[src/hw/rtl/sdpe_pkg.sv]
// ---------------------------------------------------------------------------
// Strided dot-product engine package
// Request layouts, register indexes and shared types.
// ---------------------------------------------------------------------------
`default_nettype none

package sdpe_pkg;

    localparam int ADDR_FIELD_W  = 32;
    localparam int COUNT_FIELD_W = 32;
    localparam int DATA_FIELD_W  = 64;
    localparam int CFG_DATA_W    = 32;
    localparam int CFG_INDEX_W   = 2;

    localparam int IN_BASE_A_LSB = 0;
    localparam int IN_BASE_B_LSB = IN_BASE_A_LSB + ADDR_FIELD_W;
    localparam int IN_COUNT_LSB  = IN_BASE_B_LSB + ADDR_FIELD_W;
    localparam int IN_IACC_LSB   = IN_COUNT_LSB + COUNT_FIELD_W;
    localparam int IN_IWA_LSB    = IN_IACC_LSB + DATA_FIELD_W;
    localparam int IN_IWB_LSB    = IN_IWA_LSB + DATA_FIELD_W;
    localparam int IN_MWA_LSB    = IN_IWB_LSB + DATA_FIELD_W;
    localparam int IN_MWB_LSB    = IN_MWA_LSB + DATA_FIELD_W;
    localparam int IN_FIELDS_W   = IN_MWB_LSB + DATA_FIELD_W;
    localparam int IN_TDATA_W    = ((IN_FIELDS_W + 7) / 8) * 8;

    localparam int OUT_ADDR_A_LSB = 0;
    localparam int OUT_ADDR_B_LSB = OUT_ADDR_A_LSB + ADDR_FIELD_W;
    localparam int OUT_ACC_LSB    = OUT_ADDR_B_LSB + ADDR_FIELD_W;
    localparam int OUT_STEPS_LSB  = OUT_ACC_LSB + DATA_FIELD_W;
    localparam int OUT_BUSY_BIT   = OUT_STEPS_LSB + COUNT_FIELD_W;
    localparam int OUT_DONE_BIT   = OUT_BUSY_BIT + 1;
    localparam int OUT_FIELDS_W   = OUT_DONE_BIT + 1;
    localparam int OUT_TDATA_W    = ((OUT_FIELDS_W + 7) / 8) * 8;
    localparam int OUT_PAD_W      = OUT_TDATA_W - OUT_FIELDS_W;

    typedef enum logic {
        KIND_START = 1'b0,
        KIND_TICK  = 1'b1
    } kind_t;

    typedef enum logic [CFG_INDEX_W-1:0] {
        REG_STRIDE_A = 2'd0,
        REG_STRIDE_B = 2'd1
    } cfg_reg_t;

    typedef struct packed {
        logic  valid;
        kind_t kind;
    } stage_ctl_t;

endpackage

`default_nettype wire

[src/hw/rtl/sdpe_core.sv]
// ---------------------------------------------------------------------------
// Engine core
// Stride registers, engine state and result valid. The state registers are
// updated once per request and also serve as the result register.
// ---------------------------------------------------------------------------
`default_nettype none

module sdpe_core #(
    parameter int ADDR_WIDTH  = 32,
    parameter int DATA_WIDTH  = 64,
    parameter int COUNT_WIDTH = 32
) (
    input  wire logic                               clk,
    input  wire logic                               rst_n,
    input  wire logic                               cfg_we,
    input  wire logic [sdpe_pkg::CFG_INDEX_W-1:0]   cfg_index,
    input  wire logic [ADDR_WIDTH-1:0]              cfg_data,
    input  wire sdpe_pkg::stage_ctl_t               ctl,
    input  wire logic [ADDR_WIDTH-1:0]              base_a,
    input  wire logic [ADDR_WIDTH-1:0]              base_b,
    input  wire logic [COUNT_WIDTH-1:0]             step_count,
    input  wire logic [DATA_WIDTH-1:0]              initial_acc,
    input  wire logic [DATA_WIDTH-1:0]              prod_low,
    input  wire logic [DATA_WIDTH-(DATA_WIDTH+1)/2-1:0] prod_cross,
    output      logic                               take,
    input  wire logic                               m_tready,
    output      logic                               m_tvalid,
    output      logic [ADDR_WIDTH-1:0]              addr_a,
    output      logic [ADDR_WIDTH-1:0]              addr_b,
    output      logic [DATA_WIDTH-1:0]              acc,
    output      logic [COUNT_WIDTH-1:0]             remaining,
    output      logic                               running,
    output      logic                               finished
);
    import sdpe_pkg::*;

    localparam int HALF_W = (DATA_WIDTH + 1) / 2;

    logic [ADDR_WIDTH-1:0]  stride_a_reg;
    logic [ADDR_WIDTH-1:0]  stride_b_reg;
    logic [ADDR_WIDTH-1:0]  addr_a_reg,    addr_a_next;
    logic [ADDR_WIDTH-1:0]  addr_b_reg,    addr_b_next;
    logic [DATA_WIDTH-1:0]  acc_reg,       acc_next;
    logic [DATA_WIDTH-1:0]  held_prod_reg, held_prod_next;
    logic [COUNT_WIDTH-1:0] remaining_reg, remaining_next;
    logic                   running_reg,   running_next;
    logic                   finished_reg,  finished_next;
    logic                   out_valid_reg, out_valid_next;

    logic [DATA_WIDTH-1:0]  new_prod;
    logic [COUNT_WIDTH-1:0] remaining_dec;
    logic                   fire;

    always_ff @(posedge clk or negedge rst_n)
    begin
        if (!rst_n)
        begin
            stride_a_reg <= '0;
            stride_b_reg <= '0;
        end
        else if (cfg_we)
        begin
            case (cfg_index)
                REG_STRIDE_A: stride_a_reg <= cfg_data;
                REG_STRIDE_B: stride_b_reg <= cfg_data;
                default:      ;
            endcase
        end
    end

    // The product of the pair that the request loads is rebuilt from its registered partial products.
    assign new_prod      = prod_low + (DATA_WIDTH'(prod_cross) << HALF_W);
    assign remaining_dec = remaining_reg - COUNT_WIDTH'(1);

    assign take = !out_valid_reg || m_tready;
    assign fire = ctl.valid && take;

    always_comb
    begin
        addr_a_next    = addr_a_reg;
        addr_b_next    = addr_b_reg;
        acc_next       = acc_reg;
        held_prod_next = held_prod_reg;
        remaining_next = remaining_reg;
        running_next   = running_reg;
        finished_next  = finished_reg;
        out_valid_next = take ? ctl.valid : out_valid_reg;
        if (fire)
        begin
            if (ctl.kind == KIND_START)
            begin
                addr_a_next    = base_a;
                addr_b_next    = base_b;
                acc_next       = initial_acc;
                held_prod_next = new_prod;
                remaining_next = step_count;
                running_next   = (step_count != '0);
                finished_next  = (step_count == '0);
            end
            else if (running_reg)
            begin
                acc_next       = acc_reg + held_prod_reg;
                held_prod_next = new_prod;
                addr_a_next    = addr_a_reg + stride_a_reg;
                addr_b_next    = addr_b_reg + stride_b_reg;
                remaining_next = remaining_dec;
                if (remaining_dec == '0)
                begin
                    running_next  = 1'b0;
                    finished_next = 1'b1;
                end
            end
        end
    end

    always_ff @(posedge clk or negedge rst_n)
    begin
        if (!rst_n)
        begin
            addr_a_reg    <= '0;
            addr_b_reg    <= '0;
            acc_reg       <= '0;
            held_prod_reg <= '0;
            remaining_reg <= '0;
            running_reg   <= 1'b0;
            finished_reg  <= 1'b0;
            out_valid_reg <= 1'b0;
        end
        else
        begin
            addr_a_reg    <= addr_a_next;
            addr_b_reg    <= addr_b_next;
            acc_reg       <= acc_next;
            held_prod_reg <= held_prod_next;
            remaining_reg <= remaining_next;
            running_reg   <= running_next;
            finished_reg  <= finished_next;
            out_valid_reg <= out_valid_next;
        end
    end

    assign m_tvalid  = out_valid_reg;
    assign addr_a    = addr_a_reg;
    assign addr_b    = addr_b_reg;
    assign acc       = acc_reg;
    assign remaining = remaining_reg;
    assign running   = running_reg;
    assign finished  = finished_reg;

endmodule

`default_nettype wire

[config.mk]
export PLATFORM = sky130hd
export DESIGN_NAME = sdpe_core
export DESIGN_NICKNAME = d
export VERILOG_FILES = /design/src/hw/rtl/sdpe_pkg.sv /design/src/hw/rtl/sdpe_core.sv
export SDC_FILE = /design/constraint.sdc
export NUM_CORES = 1
export LEC_CHECK = 0
export BUFFER_PORTS_ARGS = -buffer_cell sky130_fd_sc_hd__buf_4
export CAP_MARGIN = 20
export CELL_PAD_IN_SITES_DETAIL_PLACEMENT = 1
export CELL_PAD_IN_SITES_GLOBAL_PLACEMENT = 2
export CORE_ASPECT_RATIO = 1.25
export CORE_MARGIN = 4
export CORE_UTILIZATION = 33
export DETAILED_ROUTE_END_ITERATION = 6
export GPL_TIMING_DRIVEN = 0
export PLACE_DENSITY = 0.92
export SYNTH_ARGS = -nofsm -noshare
export SYNTH_HDL_FRONTEND = slang
export SYNTH_SLANG_ARGS = --single-unit
[constraint.sdc]
create_clock -name clk -period 3.9 [get_ports clk]
set_clock_uncertainty 0.1 [all_clocks]
set_input_delay 0 -clock clk [delete_from_list [all_inputs] [get_ports clk]]
set_output_delay 0 -clock clk [all_outputs]
set_load 0.03 [all_outputs]
; ---- Yosys cells after proc, flatten, opt, wreduce, memory -nomap -nowiden
; Cells that the tools add are included.
[totals]
register_bits = 291
in_bits = 296
output_inout_bits = 164
[op_classes]
add_sub_neg = 5
eq_ne = 3
muxes = 16
reduce_logical = 11
[op_table]
columns = operator, n
row1 = $mux 64, 4
row2 = $mux 32, 6
row3 = $add 64x64->64, 2
row4 = $add 32x32->32, 2
row5 = $logic_not 32->1, 2
row6 = $reduce_bool 32->1, 1
row7 = $sub 32x1->32 const B, 1
row8 = $mux 1, 6
row9 = $reduce_and 2->1, 3
row10 = $ne 2x1->1 const B, 2
row11 = $reduce_and 3->1, 1
row12 = $eq 2x1->1 const B, 1
row13 = $logic_not 2->1, 1
row14 = $logic_and 1x1->1, 1
row15 = $logic_not 1->1, 1
row16 = $logic_or 1x1->1, 1

; ---- Logic depth before layout (Yosys ltp)
[logic_depth]
ltp_word = 5
mapped_depth = 13
ltp_nobuf = 13

; ---- Least setup slack after synthesis
; Ideal clock, no wire load.
[synth_timing]
kind = register to register
startpoint = register acc_reg[0], in the netlist acc[0]
endpoint = register acc_reg[52], in the netlist acc[52]
setup_ns = 0.082
arrival_ns = 3.619
t_required_ns = 3.718
slack_ns = 0.099
stages_incl_launch_ff = 14
synth_period_minus_slack_ns = 3.801
cell_sequence = dfrtp_1 > ha_1 > inv_1 > fa_1 > nand2b_1 > a211oi_1 > o21ai_1 > a2111oi_1 > o21ai_1 > a2111oi_1 > o21ai_1 > a31oi_1 > mux2_1 > a31oi_1
[synth_via]
elab_chain_cells = 3
[synth_lines]
columns = item, line
row1 = from (decl), sdpe_core.sv:43  ; logic [DATA_WIDTH-1:0] acc_reg, acc_next;
row2 = from (signal assigned), sdpe_core.sv:133  ; acc_reg <= acc_next;
row3 = $add 64x64->64, sdpe_core.sv:102  ; acc_next = acc_reg + held_prod_reg;
row4 = $mux 64, sdpe_core.sv:100  ; else if (running_reg)
row5 = $mux 64, sdpe_core.sv:90  ; if (ctl.kind == KIND_START)
; No other way between the ends. The select of a mux whose other input is x is not followed.
; A chain may end at the register's enable or synchronous reset.

; ---- Final worst setup path
[layout_timing]
startpoint = register acc_reg[8], in the netlist acc[8]
endpoint = register acc_reg[63], in the netlist acc[63]
; The elaborated chain is that of the path after synthesis.

==> results.md <==
- Tcrit/Tclk final: 0.9704
- Syn-to-layout area delta: 44.59%
- Clk_lat worst skew: 0.56 ns
- DR vias/cell: 5.605
- First-pass GRT wire length: between 150000 and 200000 um
- Lkg Pwr: 14.34 nW
- Starting Density: 0.3336
- Wirelength per Cell: approximately 25 um
- 1st-iter DRT viols: ~1500
- Type of origin of the critical path: flop
- Post-synthesis compound-gate area fraction: 0.2331
- Worst Path Required: 4.28 ns
- Initial antenna violation count: 15
- Final non-filler cell total: 4177
- Max H-tree Level: 2
- Post-Synth Simple-Gate Area: 0.1662
- EDFF count, synth: 0
- Largest net degree at the start of global routing: about 120
- Top post-synthesis cells by area: dfrtp_1, ha_1, nand2_1, a21oi_1, o21ai_0
- Most common cell in the netlist: nand2_1
- Port Buffer Count: 458
- Die area: 0.06811 mm2
- Final TNS setup: 0 ns
- Cell Pwr Density: between 700 and 800 mW/mm2
- Root buf cell: clkbuf_16
- Cells after Synth: roughly 2500
- Outcome: complete, no violations
- Setup violations, final: 0
- Distinct cells, synth: 86
- Ys flop type: dfrtp_1
- Fin nets: 3755
- M3 GR Usage: 0.04735
- I/O pins: 460
- CTS tree: done
- Setup crit end kind: flop
- CP Data Arrival Time: 4.17 ns
- FF+latch count, synth: a little under 300
- TritonCTS buffer count: 37
- Clk buf depth: 3
- Vias in the first global route: 26080
- Die Ht: approximately 290 um
- Power, Total: 21.99 mW
- Net Count, Synth: 2924
- Main combinational cell family by area after synthesis: compound AO/OA/AOI/OAI gates
- Drt first pass iters: 5
- Worst setup path class: reg -> reg
- Post-synthesis mux area share: 0.06727
- Final Util: 0.4824
- Die width: 234.2 um
- Top cells by instance count after synthesis: nand2_1, dfrtp_1, a21oi_1
- Final hold viol count: 0
- Clk sinks: 291
- Gpl congestion: 0.9223
- GR Layer Usage met1: 0.3336
- Final min period: 3.784 ns
- Total global-route track usage: 0.2989
- HPWL after detailed placement: 76370 um
- Core area: 0.06328 mm2
- Clk slew on worst S/H paths: 0.07 ns
- Slew Limit Fails: 0
- Slew Limit Headroom: 0.3214
- # rows: 103
- Drt drc: 0
- Max Clk Rate: 264.2 MHz
- Post-Syn Area: about 0.021 mm2
- Xor/xnor cell area share of the yosys netlist: 0.05476
- Synth async-reset ratio: 1.000
- CP max FO: 7
- Sequential fraction of the synthesis area: 0.3449
- Placed insts: 3775
- Synth top area share: 0.3449
- Syn. warnings: 0
- Grt peak-use layer: met2
- Hold crit path type: in -> reg
- Post-Route WL: 105300 um
- Layout cell share with drive strength beyond 1: 0.2001
- Max cap viols: 0
- Avg Inst Size Synth: about 8.6 um2
- Adder-cell area share of the yosys netlist: 0.09743
- Fill cell count: 7356
- Synth area leader: dfrtp_1
- GR Util met2: 0.5416
- Worst Tran Pin Value: around 1 ns
- GRT overflow: 0
- ANT nets after route: 0
- Peak VDD IR: 0.0003105 V
- Vias: around 23000
[worst paths after layout]
check / start / end / slack [ns] / depth (start not counted)
max in group asynchronous: rst_n / acc[54] / 2.33 / 4
min in group asynchronous: rst_n / remaining[12] / 0.39 / 3
setup / recovery: acc[8] / acc[63] / 0.12 / 12
hold reg to reg: held_prod_reg[30] / held_prod_reg[30] / 0.38 / 2
setup reg to reg: acc[8] / acc[63] / 0.12 / 12
hold / removal: m_tready / running / 0.05 / 4
[what timing repair did]
| action | CTS | global route |
|---|---|---|
| pin swaps | 2 | 11 |
| gates cloned | 0 | 0 |
| hold buffers | 314 | 0 |
| resized for setup | 15 | 32 |
| endpoints found under the setup margin | 23 | 37 |
| setup buffers | 1 | 7 |
| hold endpoints to repair | 437 | 0 |
[layout make-up]
type | count | area [um2] | share of cell area
multi-input combinational | 1992 | 13300 | 0.4356
sequential | 291 | 7282 | 0.2386
timing repair buffer | 792 | 6865 | 0.2249
tap | 840 | 1051 | 0.03443
clock buffer | 45 | 1018 | 0.03337
buffer | 125 | 554.3 | 0.01816
inverter | 58 | 217.7 | 0.007132
clock inverter | 21 | 207.7 | 0.006804
antenna | 13 | 32.53 | 0.001066
[routing by layer]
metal  vias to the layer above  share of wire
met5                         -        0.00019
met4                         2          0.061
met3                       273          0.050
met2                       803           0.51
met1                     11700           0.38
li1                      10640              -
[cells in the final DEF (no fill, tap or decap), types with 14 or more instances in the layout]
master / instances
a211oi_1: 18
a21o_1: 103
a21oi_1: 247
a31oi_1: 27
and3_1: 40
buf_1: 17
buf_4: 471
clkbuf_1: 96
clkbuf_16: 39
dfrtp_1: 291
dlygate4sd3_1: 313
ha_1: 157
inv_1: 57
mux2_2: 62
mux2i_1: 71
nand2_1: 348
nand2b_1: 26
nand3_1: 56
nand4_1: 28
nor2_1: 130
nor2b_1: 20
nor3_1: 30
o211ai_1: 15
o21a_1: 20
o21ai_0: 171
o21ai_1: 56
o21bai_1: 23
o22ai_1: 34
or3_1: 14
xnor2_1: 72
xor2_1: 60
[logic make-up (layout without fill, tap and decap cells)]
logic type / count (synthesis) / count (layout)
XOR/XNOR: 132 / 132
other: 0 / 13
multiplexers: 134 / 134
adder cells (fa/ha/maj): 162 / 162
AND/OR/NAND/NOR: 753 / 753
flip-flops: 291 / 291
buffers and inverters: 183 / 1041
AO/OA/AOI/OAI: 811 / 811
[worst max-delay path, cell delays in order (launching register included)]
cell and delay [ns]:
dfrtp_1 0.45, ha_1 0.31, buf_2 0.19, nand3_1 0.17, nor4_2 0.29, o21ai_1 0.20
a21oi_2 0.25, o21ai_1 0.20, o31ai_4 0.34, a41oi_2 0.26, o41a_1 0.43, or3_1 0.40
nand4_1 0.11
[stage by stage]
stage                     hold slack (ns)  cell area (um2)  worst slack (ns)
after detailed placement         -0.03513            25800            -1.002
after floorplan                   -0.3956            21110           0.09865
after CTS                         0.01169            30280           -0.1024
after global routing              0.07316            30510          -0.06504
final                             0.04995            30520            0.1155
after global placement             0.1027            25600           -0.8297
[report_power, final]
group / internal, mW / switching [mW]
sequential: 3.97 / 1.08
combinational: 5.24 / 8.12
clock: 2.07 / 1.50
Note: power is estimated with default switching activity, not from simulation.
